**config.mk**
```make
export PLATFORM = sky130hd
export DESIGN_NAME = ft12_frame_deframer_verifier_flat
export DESIGN_NICKNAME = d
export VERILOG_FILES = /design/src/rtl/ft12_pkg.sv /design/src/rtl/ft12_if.sv /design/src/rtl/ft12_frame_deframer_verifier.sv /design/src/flat_wrapper.sv
export SDC_FILE = /design/constraint.sdc
export NUM_CORES = 1
export LEC_CHECK = 0
export BUFFER_PORTS_ARGS = -buffer_cell sky130_fd_sc_hd__buf_2
export CORE_ASPECT_RATIO = 2
export CORE_MARGIN = 1.5
export CORE_UTILIZATION = 58
export DETAILED_ROUTE_END_ITERATION = 8
export GPL_ROUTABILITY_DRIVEN = 0
export MAX_ROUTING_LAYER = met4
export PLACE_DENSITY = 0.82
export SLEW_MARGIN = 15
export SYNTH_ARGS = -nofsm -noshare
export SYNTH_HDL_FRONTEND = slang
export SYNTH_SLANG_ARGS = --single-unit
```
**constraint.sdc**
```tcl
create_clock -name clk -period 3.5 [get_ports clk]
set_input_delay 0.35 -clock clk [delete_from_list [all_inputs] [get_ports clk]]
set_output_delay 0.35 -clock clk [all_outputs]
set_load 0.05 [all_outputs]
```
**src/rtl/ft12_pkg.sv**
```systemverilog
// Shared constants for the FT1.2 frame receiver.
`default_nettype none

package ft12_pkg;

  // Frame delimiters
  localparam logic [7:0] START_FIXED = 8'h10;
  localparam logic [7:0] START_VAR   = 8'h68;
  localparam logic [7:0] END_MARK    = 8'h16;

  // Link header bytes (C, A_lo, A_hi) counted in L
  localparam logic [7:0] HDR_LEN = 8'd3;

  // Receive phase codes
  localparam int PHASE_W = 4;
  localparam logic [PHASE_W-1:0] PH_HUNT   = 4'd0;
  localparam logic [PHASE_W-1:0] PH_CTRL   = 4'd1;
  localparam logic [PHASE_W-1:0] PH_ALO    = 4'd2;
  localparam logic [PHASE_W-1:0] PH_AHI    = 4'd3;
  localparam logic [PHASE_W-1:0] PH_ASDU   = 4'd4;
  localparam logic [PHASE_W-1:0] PH_CS     = 4'd5;
  localparam logic [PHASE_W-1:0] PH_END    = 4'd6;
  localparam logic [PHASE_W-1:0] PH_L1     = 4'd7;
  localparam logic [PHASE_W-1:0] PH_L2     = 4'd8;
  localparam logic [PHASE_W-1:0] PH_START2 = 4'd9;

  // Result kinds
  localparam logic KIND_PAYLOAD = 1'b0;
  localparam logic KIND_VERDICT = 1'b1;

  // Verdict codes
  localparam logic [1:0] VERDICT_OK       = 2'd0;
  localparam logic [1:0] VERDICT_CHECKSUM = 2'd1;
  localparam logic [1:0] VERDICT_NOT_PRM  = 2'd2;
  localparam logic [1:0] VERDICT_ADDRESS  = 2'd3;

  // Control field bit positions
  localparam int CTRL_PRM = 6;
  localparam int CTRL_FCB = 5;
  localparam int CTRL_FCV = 4;

endpackage

`default_nettype wire

```
**src/rtl/ft12_if.sv**
```systemverilog
// Channel interfaces of the FT1.2 frame receiver: byte in, result out, config write.
`default_nettype none

interface ft12_byte_if;
  logic       valid;
  logic       ready;
  logic [7:0] rx_byte;

  modport source (output valid, output rx_byte, input ready);
  modport sink   (input valid, input rx_byte, output ready);
endinterface

interface ft12_result_if;
  logic        valid;
  logic        ready;
  logic        kind;
  logic [7:0]  payload_byte;
  logic [1:0]  verdict;
  logic        is_long_frame;
  logic [3:0]  function_code;
  logic        frame_count_bit;
  logic        frame_count_valid;
  logic [15:0] frame_address;
  logic [7:0]  asdu_type;
  logic [7:0]  asdu_length;

  modport source (output valid, output kind, output payload_byte, output verdict,
                  output is_long_frame, output function_code, output frame_count_bit,
                  output frame_count_valid, output frame_address, output asdu_type,
                  output asdu_length, input ready);
  modport sink   (input valid, input kind, input payload_byte, input verdict,
                  input is_long_frame, input function_code, input frame_count_bit,
                  input frame_count_valid, input frame_address, input asdu_type,
                  input asdu_length, output ready);
endinterface

interface ft12_cfg_if;
  logic        valid;
  logic        ready;
  logic [15:0] station_address;

  modport source (output valid, output station_address, input ready);
  modport sink   (input valid, input station_address, output ready);
endinterface

`default_nettype wire

```
**src/rtl/ft12_frame_deframer_verifier.sv**
```systemverilog
// FT1.2 frame receiver: hunts frames, forwards ASDU bytes, checks sum, direction, address.
//
//   channel  | dir | payload                         | request taken when
//   ---------+-----+---------------------------------+--------------------
//   rx       | in  | rx_byte                         | rx.valid & rx.ready
//   result   | out | kind, payload_byte, verdict ... | result.valid & result.ready
//   cfg      | in  | station_address                 | cfg.valid (ready tied high)
//
// One byte per cycle: the frame state and the result are computed in one pass
// from the phase registers and the byte, and the result lands in an output register.
// rx.ready stays high while the output register is empty or being drained, so a
// stalled result stops the input only once the register is full.
// rst (synchronous) returns the hunt, clears all frame state and the station address.
`default_nettype none

module ft12_frame_deframer_verifier
  import ft12_pkg::*;
(
  input  wire               clk,
  input  wire               rst,
  ft12_byte_if.sink         rx,
  ft12_result_if.source     result,
  ft12_cfg_if.sink          cfg
);

  // Frame state
  logic [PHASE_W-1:0] phase, phase_next;
  logic [7:0]  declared_length, declared_length_next;
  logic [7:0]  byte_position, byte_position_next;
  logic [7:0]  running_sum, running_sum_next;
  logic [7:0]  control_byte, control_byte_next;
  logic [15:0] captured_address, captured_address_next;
  logic [7:0]  first_asdu_byte, first_asdu_byte_next;
  logic        frame_is_long, frame_is_long_next;
  logic [7:0]  received_sum, received_sum_next;
  logic [15:0] station_address;

  // Output register
  logic        out_valid;
  logic        out_kind;
  logic [7:0]  out_payload;
  logic [1:0]  out_verdict;
  logic        out_long;
  logic [3:0]  out_fc;
  logic        out_fcb;
  logic        out_fcv;
  logic [15:0] out_addr;
  logic [7:0]  out_type;
  logic [7:0]  out_len;

  logic        accept;
  logic        emit;
  logic        emit_kind;
  logic [1:0]  verdict_calc;
  logic [7:0]  b;
  logic [7:0]  asdu_len;
  logic [7:0]  pos_inc;

  assign b       = rx.rx_byte;
  assign rx.ready = !out_valid || result.ready;
  assign accept  = rx.valid && rx.ready;
  assign cfg.ready = 1'b1;
  assign asdu_len = declared_length - HDR_LEN;
  assign pos_inc  = byte_position + 8'd1;

  always_comb begin
    if (received_sum != running_sum) begin
      verdict_calc = VERDICT_CHECKSUM;
    end else if (!control_byte[CTRL_PRM]) begin
      verdict_calc = VERDICT_NOT_PRM;
    end else if (captured_address != station_address) begin
      verdict_calc = VERDICT_ADDRESS;
    end else begin
      verdict_calc = VERDICT_OK;
    end
  end

  always_comb begin
    logic restart;
    logic [7:0] hunt_byte;
    phase_next            = phase;
    declared_length_next  = declared_length;
    byte_position_next    = byte_position;
    running_sum_next      = running_sum;
    control_byte_next     = control_byte;
    captured_address_next = captured_address;
    first_asdu_byte_next  = first_asdu_byte;
    frame_is_long_next    = frame_is_long;
    received_sum_next     = received_sum;
    emit      = 1'b0;
    emit_kind = KIND_PAYLOAD;
    restart   = 1'b0;
    hunt_byte = b;

    unique case (phase)
      PH_L1: begin
        if (b < HDR_LEN) begin
          restart = 1'b1;
        end else begin
          declared_length_next = b;
          phase_next = PH_L2;
        end
      end
      PH_L2: begin
        if (b != declared_length) restart = 1'b1;
        else phase_next = PH_START2;
      end
      PH_START2: begin
        if (b != START_VAR) restart = 1'b1;
        else phase_next = PH_CTRL;
      end
      PH_CTRL: begin
        control_byte_next = b;
        running_sum_next  = b;
        phase_next = PH_ALO;
      end
      PH_ALO: begin
        captured_address_next = {8'd0, b};
        running_sum_next = running_sum + b;
        phase_next = PH_AHI;
      end
      PH_AHI: begin
        captured_address_next = {b, captured_address[7:0]};
        running_sum_next = running_sum + b;
        byte_position_next = 8'd0;
        if (frame_is_long && declared_length > HDR_LEN) phase_next = PH_ASDU;
        else phase_next = PH_CS;
      end
      PH_ASDU: begin
        if (byte_position == 8'd0) first_asdu_byte_next = b;
        running_sum_next   = running_sum + b;
        byte_position_next = pos_inc;
        if (pos_inc >= asdu_len) phase_next = PH_CS;
        emit      = 1'b1;
        emit_kind = KIND_PAYLOAD;
      end
      PH_CS: begin
        received_sum_next = b;
        phase_next = PH_END;
      end
      PH_END: begin
        restart = 1'b1;
        if (b == END_MARK) begin
          // verdict, then back to idle hunt
          emit      = 1'b1;
          emit_kind = KIND_VERDICT;
          hunt_byte = 8'd0;
        end
      end
      default: restart = 1'b1;
    endcase

    if (restart) begin
      declared_length_next  = 8'd0;
      byte_position_next    = 8'd0;
      running_sum_next      = 8'd0;
      control_byte_next     = 8'd0;
      captured_address_next = 16'd0;
      first_asdu_byte_next  = 8'd0;
      received_sum_next     = 8'd0;
      if (hunt_byte == START_FIXED) begin
        frame_is_long_next = 1'b0;
        phase_next = PH_CTRL;
      end else if (hunt_byte == START_VAR) begin
        frame_is_long_next = 1'b1;
        phase_next = PH_L1;
      end else begin
        frame_is_long_next = 1'b0;
        phase_next = PH_HUNT;
      end
    end
  end

  always_ff @(posedge clk) begin
    if (rst) begin
      phase            <= PH_HUNT;
      declared_length  <= 8'd0;
      byte_position    <= 8'd0;
      running_sum      <= 8'd0;
      control_byte     <= 8'd0;
      captured_address <= 16'd0;
      first_asdu_byte  <= 8'd0;
      frame_is_long    <= 1'b0;
      received_sum     <= 8'd0;
      station_address  <= 16'd0;
      out_valid        <= 1'b0;
    end else begin
      if (cfg.valid) station_address <= cfg.station_address;
      if (accept) begin
        phase            <= phase_next;
        declared_length  <= declared_length_next;
        byte_position    <= byte_position_next;
        running_sum      <= running_sum_next;
        control_byte     <= control_byte_next;
        captured_address <= captured_address_next;
        first_asdu_byte  <= first_asdu_byte_next;
        frame_is_long    <= frame_is_long_next;
        received_sum     <= received_sum_next;
      end
      if (accept && emit) out_valid <= 1'b1;
      else if (result.ready) out_valid <= 1'b0;
    end
  end

  // Result payload; only loaded when a new result is produced
  always_ff @(posedge clk) begin
    if (accept && emit) begin
      out_kind <= emit_kind;
      if (emit_kind == KIND_PAYLOAD) begin
        out_payload <= b;
        out_verdict <= VERDICT_OK;
        out_long    <= 1'b0;
        out_fc      <= 4'd0;
        out_fcb     <= 1'b0;
        out_fcv     <= 1'b0;
        out_addr    <= 16'd0;
        out_type    <= 8'd0;
        out_len     <= 8'd0;
      end else begin
        out_payload <= 8'd0;
        out_verdict <= verdict_calc;
        out_long    <= frame_is_long;
        out_fc      <= control_byte[3:0];
        out_fcb     <= control_byte[CTRL_FCB];
        out_fcv     <= control_byte[CTRL_FCV];
        out_addr    <= captured_address;
        out_type    <= frame_is_long ? first_asdu_byte : 8'd0;
        out_len     <= frame_is_long ? asdu_len : 8'd0;
      end
    end
  end

  assign result.valid             = out_valid;
  assign result.kind              = out_kind;
  assign result.payload_byte      = out_payload;
  assign result.verdict           = out_verdict;
  assign result.is_long_frame     = out_long;
  assign result.function_code     = out_fc;
  assign result.frame_count_bit   = out_fcb;
  assign result.frame_count_valid = out_fcv;
  assign result.frame_address     = out_addr;
  assign result.asdu_type         = out_type;
  assign result.asdu_length       = out_len;

endmodule

`default_nettype wire

```
**src/flat_wrapper.sv**
```systemverilog
// flat-port wrapper written by rule: the top's interface ports become plain ports
module ft12_frame_deframer_verifier_flat import ft12_pkg::*;
  (clk, rst, rx_valid, rx_rx_byte, rx_ready, result_valid, result_kind, result_payload_byte, result_verdict, result_is_long_frame, result_function_code, result_frame_count_bit, result_frame_count_valid, result_frame_address, result_asdu_type, result_asdu_length, result_ready, cfg_valid, cfg_station_address, cfg_ready);
  ft12_byte_if rx_i ();
  ft12_result_if result_i ();
  ft12_cfg_if cfg_i ();
  input  wire clk;
  input  wire rst;
  input wire logic [$bits(rx_i.valid)-1:0] rx_valid;
  input wire logic [$bits(rx_i.rx_byte)-1:0] rx_rx_byte;
  output wire logic [$bits(rx_i.ready)-1:0] rx_ready;
  output wire logic [$bits(result_i.valid)-1:0] result_valid;
  output wire logic [$bits(result_i.kind)-1:0] result_kind;
  output wire logic [$bits(result_i.payload_byte)-1:0] result_payload_byte;
  output wire logic [$bits(result_i.verdict)-1:0] result_verdict;
  output wire logic [$bits(result_i.is_long_frame)-1:0] result_is_long_frame;
  output wire logic [$bits(result_i.function_code)-1:0] result_function_code;
  output wire logic [$bits(result_i.frame_count_bit)-1:0] result_frame_count_bit;
  output wire logic [$bits(result_i.frame_count_valid)-1:0] result_frame_count_valid;
  output wire logic [$bits(result_i.frame_address)-1:0] result_frame_address;
  output wire logic [$bits(result_i.asdu_type)-1:0] result_asdu_type;
  output wire logic [$bits(result_i.asdu_length)-1:0] result_asdu_length;
  input wire logic [$bits(result_i.ready)-1:0] result_ready;
  input wire logic [$bits(cfg_i.valid)-1:0] cfg_valid;
  input wire logic [$bits(cfg_i.station_address)-1:0] cfg_station_address;
  output wire logic [$bits(cfg_i.ready)-1:0] cfg_ready;
  assign rx_i.valid = rx_valid;
  assign rx_i.rx_byte = rx_rx_byte;
  assign rx_ready = rx_i.ready;
  assign result_valid = result_i.valid;
  assign result_kind = result_i.kind;
  assign result_payload_byte = result_i.payload_byte;
  assign result_verdict = result_i.verdict;
  assign result_is_long_frame = result_i.is_long_frame;
  assign result_function_code = result_i.function_code;
  assign result_frame_count_bit = result_i.frame_count_bit;
  assign result_frame_count_valid = result_i.frame_count_valid;
  assign result_frame_address = result_i.frame_address;
  assign result_asdu_type = result_i.asdu_type;
  assign result_asdu_length = result_i.asdu_length;
  assign result_i.ready = result_ready;
  assign cfg_i.valid = cfg_valid;
  assign cfg_i.station_address = cfg_station_address;
  assign cfg_ready = cfg_i.ready;
  ft12_frame_deframer_verifier u_core (.clk(clk), .rst(rst), .rx(rx_i), .result(result_i), .cfg(cfg_i));
endmodule
```
==> impl_metrics.tcl, run 1 <==
set metrics [dict create \
    status "completed" \
    cts_setup_buffers 0 \
    fp-row-count 54 \
    worstSetupPathType "flip-flop to flip-flop" \
    ys_top_cells_by_count "85 x dfxtp_1, 50 x edfxtp_1, 43 x nor2_1, 38 x a21oi_1" \
    final_max_slew_viol_count 0 \
    viasPerCell 6.21 \
    p_seq_frac 0.430 \
    hold_violations 0 \
    coreArea_mm2 0.0108 \
    cts_buffers 17 \
    cts_root_buffer "clkbuf_16" \
    postCtsResizedCells 0 \
    cts_tree "built" \
    remaining_drc_errors 0 \
    max_slew_margin 0.382 \
    grt_pass1_wl_um 25300 \
    crit_slowest_cell "or4_1" \
    synth_most_common_cell "dfxtp_1" \
    insertion_delay_ps 420 \
    grt_usage 0.295 \
    drive_gt1_frac 0.191 \
    arrival_ps 3420 \
    cp_slowest_stage_delay_ps 590 \
    fmaxAchievable_mhz 322 \
    die-area_mm2 0.0116 \
    syn_area_mm2 0.00636 \
    wl_um 16300 \
    ir_drop_uv 434 \
    start_util 0.589 \
    crit_path_frequent_cell "a211oi_1" \
    ys_seq_area_frac 0.503 \
    hpwl_um 11000 \
    pwr-share-clk 0.438 \
    switching_share 0.267 \
    path_cells "or4_1 > a211oi_1 > xnor2_1 > ha_1 > and3_1 > a211oi_1 > o21ai_0 > a31o_2 > and2_1 > a311oi_1" \
    skew_ps 8.51 \
    holdBufCountCts 0 \
    grt_start_max_net_pins 38 \
    initialDrtViolationCount 413 \
    hp-class "input pin to flip-flop" \
    rsz0062_at_grt "no" \
    finalCriticalPeriod_ps 3100 \
    ys_types 62 \
    antenna_cells 0 \
    final_net_count 732 \
    dp_slack_ps 414 \
    endpoint "u_core.phase[0]" \
    numClockSinks 135 \
    ys_ff_latch 135 \
    dr.pass1.iters 6 \
    synth_top_cells_by_area "dfxtp_1 27%, edfxtp_1 24%, a22o_1 5.0%, xnor2_1 4.8%, ha_1 3.5%" \
    clk_path_buf_depth 2 \
    die_width_um 77.1 \
    synth_area_leader_cell "dfxtp_1" \
    io_pins 82 \
    yosysTopAreaCellShare 0.267 \
    worst_pin_slew_ps 921 \
    startpoint_type "flip-flop" \
    reg2reg_depth 10 \
    antenna_found_initial 0 \
    layout_setup_ws_ps 398 \
    wl_per_cell_um 19.5 \
    first_global_vias 5183 \
    powerDensity_mw_per_mm2 545 \
    synth_edf_count 50 \
    grt-ovfl-total 0 \
    synthArstFlopShare 0 \
    via_count 5198 \
    leakage_uw 0.00313 \
    internal-power_uw 2970 \
    htree_levels 4 \
    syn_nets 669 \
    r2r_end "u_core.phase[0]" \
    required_ps 3810 \
    synthCells 621 \
    synth_area_per_cell_um2 10.2 \
    period_share 0.886 \
    synth_flop_cell "dfxtp_1" \
    antenna_left 0 \
    die_y_um 151 \
    drv_cap 0 \
    ff2ff_setup_slack_ps 400 \
    cp_max_fo 7 \
    port_buffers 80 \
    setup_viol 0 \
    fillers 821 \
    power_frac_comb 0.132 \
    fin_setup_tns_ps 0 \
    r2r_start "u_core.declared_length[2]" \
    endpoint_kind "flip-flop" \
    crit_start "u_core.declared_length[2]" \
    p_sw_uw 1080 \
    syn_to_final_growth_pct 16.6 \
    clkTransAtPathRegs_ps 60 \
    fin_util 0.687 \
    yosysWarnings 0 \
]
==> layout by cell type (no fill, tap or decap), drive strengths merged, types with 6 or more instances in the layout <==
cell,n
nand3,25
xnor2,35
xor2,13
nand2b,10
a22o,36
and3,11
nor4,8
mux2i,18
nand2,34
buf,87
nor3,16
nor2,43
dfxtp,85
inv,17
clkinv,6
o21ai,21
a21oi,42
ha,18
or3,8
clkbuf,20
a211oi,7
and2,25
nand4,8
edfxtp,50
==> power groups by stage <==
stage,Sequential (µW),Clock (µW),Combinational (µW)
4_1_cts,1740,1780,526
6_report,1740,1770,535
2_1_floorplan,1780,0,375
3_5_place_dp,1770,0,521
5_1_grt,1740,1840,574
3_3_place_gp,1770,0,504
==> worst min path at each step <==
stage | cells after the start | from | endpoint
2_1_floorplan | 1 | u_core.control_byte[0] | u_core.control_byte[0]
3_3_place_gp | 2 | u_core.first_asdu_byte[0] | u_core.first_asdu_byte[0]
3_5_place_dp | 2 | u_core.first_asdu_byte[1] | u_core.first_asdu_byte[1]
4_1_cts | 3 | cfg_station_address[7] | u_core.station_address[7]
5_1_grt | 3 | cfg_station_address[7] | u_core.station_address[7]
6_report | 3 | cfg_station_address[12] | u_core.station_address[12]
==> worst max-delay path: cells and delay by family, from the launching register on <==
| family | cells | cell delay (ps) |
|---|---|---|
| flip-flops | 1 | 380 |
| AO/OA/AOI/OAI | 5 | 1170 |
| adder cells (fa/ha/maj) | 1 | 280 |
| XOR/XNOR | 1 | 200 |
| AND/OR/NAND/NOR | 3 | 980 |
==> per-stage QoR <==
| step | instances | total power, µW | hold slack (ps) | instance area (µm²) |
|---|---|---|---|---|
| final | 837 | 4050 | 179 | 7420 |
| after floorplan | 621 | 2150 | 441 | 6360 |
| after detailed placement | 805 | 2290 | 457 | 6830 |
| after global routing | 837 | 4160 | 183 | 7420 |
| after global placement | 805 | 2270 | 451 | 6830 |
| after CTS | 837 | 4040 | 176 | 7420 |
==> registers in the layout, summed over array words and instances, names as in the netlist, 7 cells and up <==
name                         flops
u_core.control_byte              7
u_core.running_sum               8
u_core.result.frame_address     16
u_core.received_sum              8
u_core.captured_address         16
u_core.result.asdu_length        8
u_core.result.asdu_type          8
u_core.first_asdu_byte           8
u_core.declared_length           8
u_core.result.payload_byte       8
u_core.byte_position             8
u_core.station_address          16
==> area by class of cell <==
cell class                 count  area [µm²]  area share
clock inverter                12         123      0.0165
inverter                      14        52.6     0.00708
timing repair buffer          87         465      0.0627
multi-input combinational    429        2940       0.395
sequential                   135        3200       0.432
clock buffer                  20         468      0.0630
tap                          140         175      0.0236
==> logic make-up (layout without fill, tap and decap cells) <==
group | Yosys count | in the layout | share of synthesized area
other | 1 | 1 | 0.000589
xor gates and xnor gates | 48 | 48 | 0.0661
muxes | 18 | 18 | 0.0283
and+or+nand+nor | 204 | 204 | 0.169
DFF | 135 | 135 | 0.503
buffers and inverters | 57 | 133 | 0.0358
AOI/OAI and AO/OA | 139 | 139 | 0.159
adders and majority gates | 19 | 19 | 0.0385
==> per-layer routing <==
layer / share of wire / up-vias / GRT usage / wire, µm
met3: 0.069 / 80 / 0.0614 / 1130
met2: 0.55 / 264 / 0.536 / 8900
li1: - / 2369 / - / -
met5: 0 / - / - / 0
met1: 0.33 / 2485 / 0.277 / 5450
met4: 0.052 / 0 / 0.194 / 850
Note: power is estimated with default switching activity, not from simulation.
==> inputs of run 2 (changes only) <==
- ABC_AREA: not set -> 1
- CORE_UTILIZATION: 58 -> 60
- PLACE_DENSITY: 0.82 -> 0.84
- clock period: 3.5 -> 3.7 ns (I/O delays scaled with it)
==> run 2 against run 1 <==
  * Sequential power is 6% higher
  * Largest power group is now sequential cells
  * Critical path type unchanged
  * Highest routed layer unchanged
  * Cell area is 8.7% higher
  * Sequential cell count stayed put
  * Critical endpoint unchanged
==> impl_metrics.tcl, run 2 <==
set metrics [dict create \
    instances_no_fill 1149 \
    period_share 0.730 \
    wl_per_cell_um 15.7 \
    coreArea_mm2 0.0113 \
    die_width_um 79.2 \
    holdBufCountCts 0 \
    powerDensity_mw_per_mm2 633 \
    endpoint_kind "flip-flop" \
    cts_buffers 17 \
    syn_to_final_growth_pct 15.8 \
    via_count 6324 \
    worstSetupPathType "flip-flop to flip-flop" \
    first_global_vias 6398 \
    cts_tree "built" \
    synthCells 921 \
    ys_ff_latch 135 \
    viasPerCell 5.50 \
    clkTransAtPathRegs_ps 60 \
    p_sw_uw 1830 \
    grt-ovfl-total 0 \
    worst_pin_slew_ps 777 \
    leakage_uw 0.00364 \
    fin_util 0.715 \
    drv_cap 0 \
    post-place-cells 1117 \
    synth_flop_cell "dfxtp_1" \
    power_frac_comb 0.296 \
    syn_nets 969 \
    cts_root_buffer "clkbuf_16" \
    fin_setup_tns_ps 0 \
    dr.pass1.iters 6 \
    place_area_mm2 0.00745 \
    pwr-share-clk 0.343 \
    ys_top_cells_by_count "200 x nor2_1, 191 x nand2_1, 103 x inv_1, 85 x dfxtp_1, 53 x nand3_1" \
    grt_usage 0.323 \
    port_buffers 80 \
    switching_share 0.358 \
    fmaxAchievable_mhz 370 \
    p_seq_frac 0.361 \
    postCtsResizedCells 0 \
    max_slew_margin 0.481 \
    fillers 908 \
    synth_area_leader_cell "dfxtp_1" \
    grt_start_max_net_pins 42 \
    start_util 0.617 \
    drive_gt1_frac 0.150 \
    synth_area_per_cell_um2 7.56 \
    hold_violations 0 \
    numClockSinks 135 \
    layout_common_cells "200 x nor2_1, 191 x nand2_1, 103 x inv_1" \
    final_net_count 1042 \
    ir_drop_uv 413 \
    synth_most_common_cell "nor2_1" \
    insertion_delay_ps 420 \
    synth_edf_count 50 \
    final_common_cell "nor2_1" \
    cts_setup_buffers 0 \
    setup_viol 0 \
    finalCriticalPeriod_ps 2700 \
    syn_area_mm2 0.00697 \
    antenna_cells 0 \
    ys_types 39 \
    synth_top_cells_by_area "dfxtp_1 24%, edfxtp_1 22%, nor2_1 11%, nand2_1 10%, inv_1 5.6%" \
    grt_pass1_wl_um 29300 \
    required_ps 4010 \
    hp-class "input pin to flip-flop" \
    cp_max_fo 5 \
    io_pins 82 \
    skew_ps 7.80 \
    final_area_mm2 0.00807 \
    ff2ff_setup_slack_ps 1000 \
    die_y_um 155 \
    rsz0062_at_grt "no" \
    antenna_found_initial 0 \
    remaining_drc_errors 0 \
    clk_path_buf_depth 2 \
    antenna_left 0 \
    arrival_ps 3010 \
    fp-row-count 55 \
    yosysWarnings 0 \
    htree_levels 4 \
    synthArstFlopShare 0 \
    wl_um 18100 \
    ys_seq_area_frac 0.460 \
    initialDrtViolationCount 453 \
    status "completed" \
    final_max_slew_viol_count 0 \
    internal-power_uw 3280 \
    yosysTopAreaCellShare 0.244 \
    hpwl_um 12600 \
    power_uw 5110 \
    startpoint_type "flip-flop" \
    die-area_mm2 0.0123 \
]
## run 2: cell types whose count changed after synthesis, sizes merged, moves of 18 or more
cell,before,now
nand3,25,54
nand2,34,196
nor2,43,212
mux2i,18,0
a22o,36,0
inv,14,113
and2,25,0
## run 2: power by group through the flow
stage                     Clock (µW)  Sequential (µW)  Combinational, µW
after floorplan                    0             1940               1060
after global placement             0             1860               1420
after detailed placement           0             1870               1450
after CTS                       1760             1840               1490
after global routing            1820             1860               1680
final                           1750             1840               1510
## run 2: worst paths after layout
kind                             start                   endpoint  cells after the start
max            u_core.byte_position[0]            u_core.phase[0]                     16
min reg2reg  u_core.first_asdu_byte[3]  u_core.first_asdu_byte[3]                      2
min             cfg_station_address[2]  u_core.station_address[2]                      3
max reg2reg    u_core.byte_position[0]            u_core.phase[0]                     16
## run 2: cell type report
type | count | area, µm² | share of cell area
inverter | 117 | 439 | 0.0545
clock buffer | 21 | 472 | 0.0585
tap | 142 | 178 | 0.0220
sequential | 135 | 3200 | 0.397
clock inverter | 11 | 146 | 0.0182
timing repair buffer | 87 | 465 | 0.0577
multi-input combinational | 636 | 3160 | 0.392
## run 2: cells by family after synthesis
logic type      after synthesis  synth area share
flops                       135             0.460
simple gates                496             0.303
fa+ha+maj                    19            0.0352
buf+inv                     150            0.0878
xor+xnor                     36            0.0453
other cells                   1          0.000538
compound gates               84            0.0683
## run 2: worst max-delay path, cell delays in order, from the launching register on
cell and delay, ps:
dfxtp_1 380, inv_1 90, nor3_1 350, nand4_1 210, nor2_1 140, nand2_1 70, nand2_1 70, inv_1 50
ha_1 290, a21oi_1 140, o21ai_0 110, nor2_1 100, nand2_1 60, nand2_1 150, inv_1 100, o21ai_0 200
nor2_1 70
## run 2: per-stage QoR
step | hold WS, ps | worst slack, ps
2_1_floorplan | 449 | 684
3_3_place_gp | 465 | 1290
3_5_place_dp | 469 | 1150
4_1_cts | 166 | 1080
5_1_grt | 179 | 804
6_report | 171 | 1000
## run 2: per-layer routing
layer	wire (µm)	up-vias	track usage
met5	0	-	-
met4	1430	0	0.233
met3	1040	117	0.0651
met2	9570	291	0.570
met1	6030	2863	0.302
li1	-	3053	-
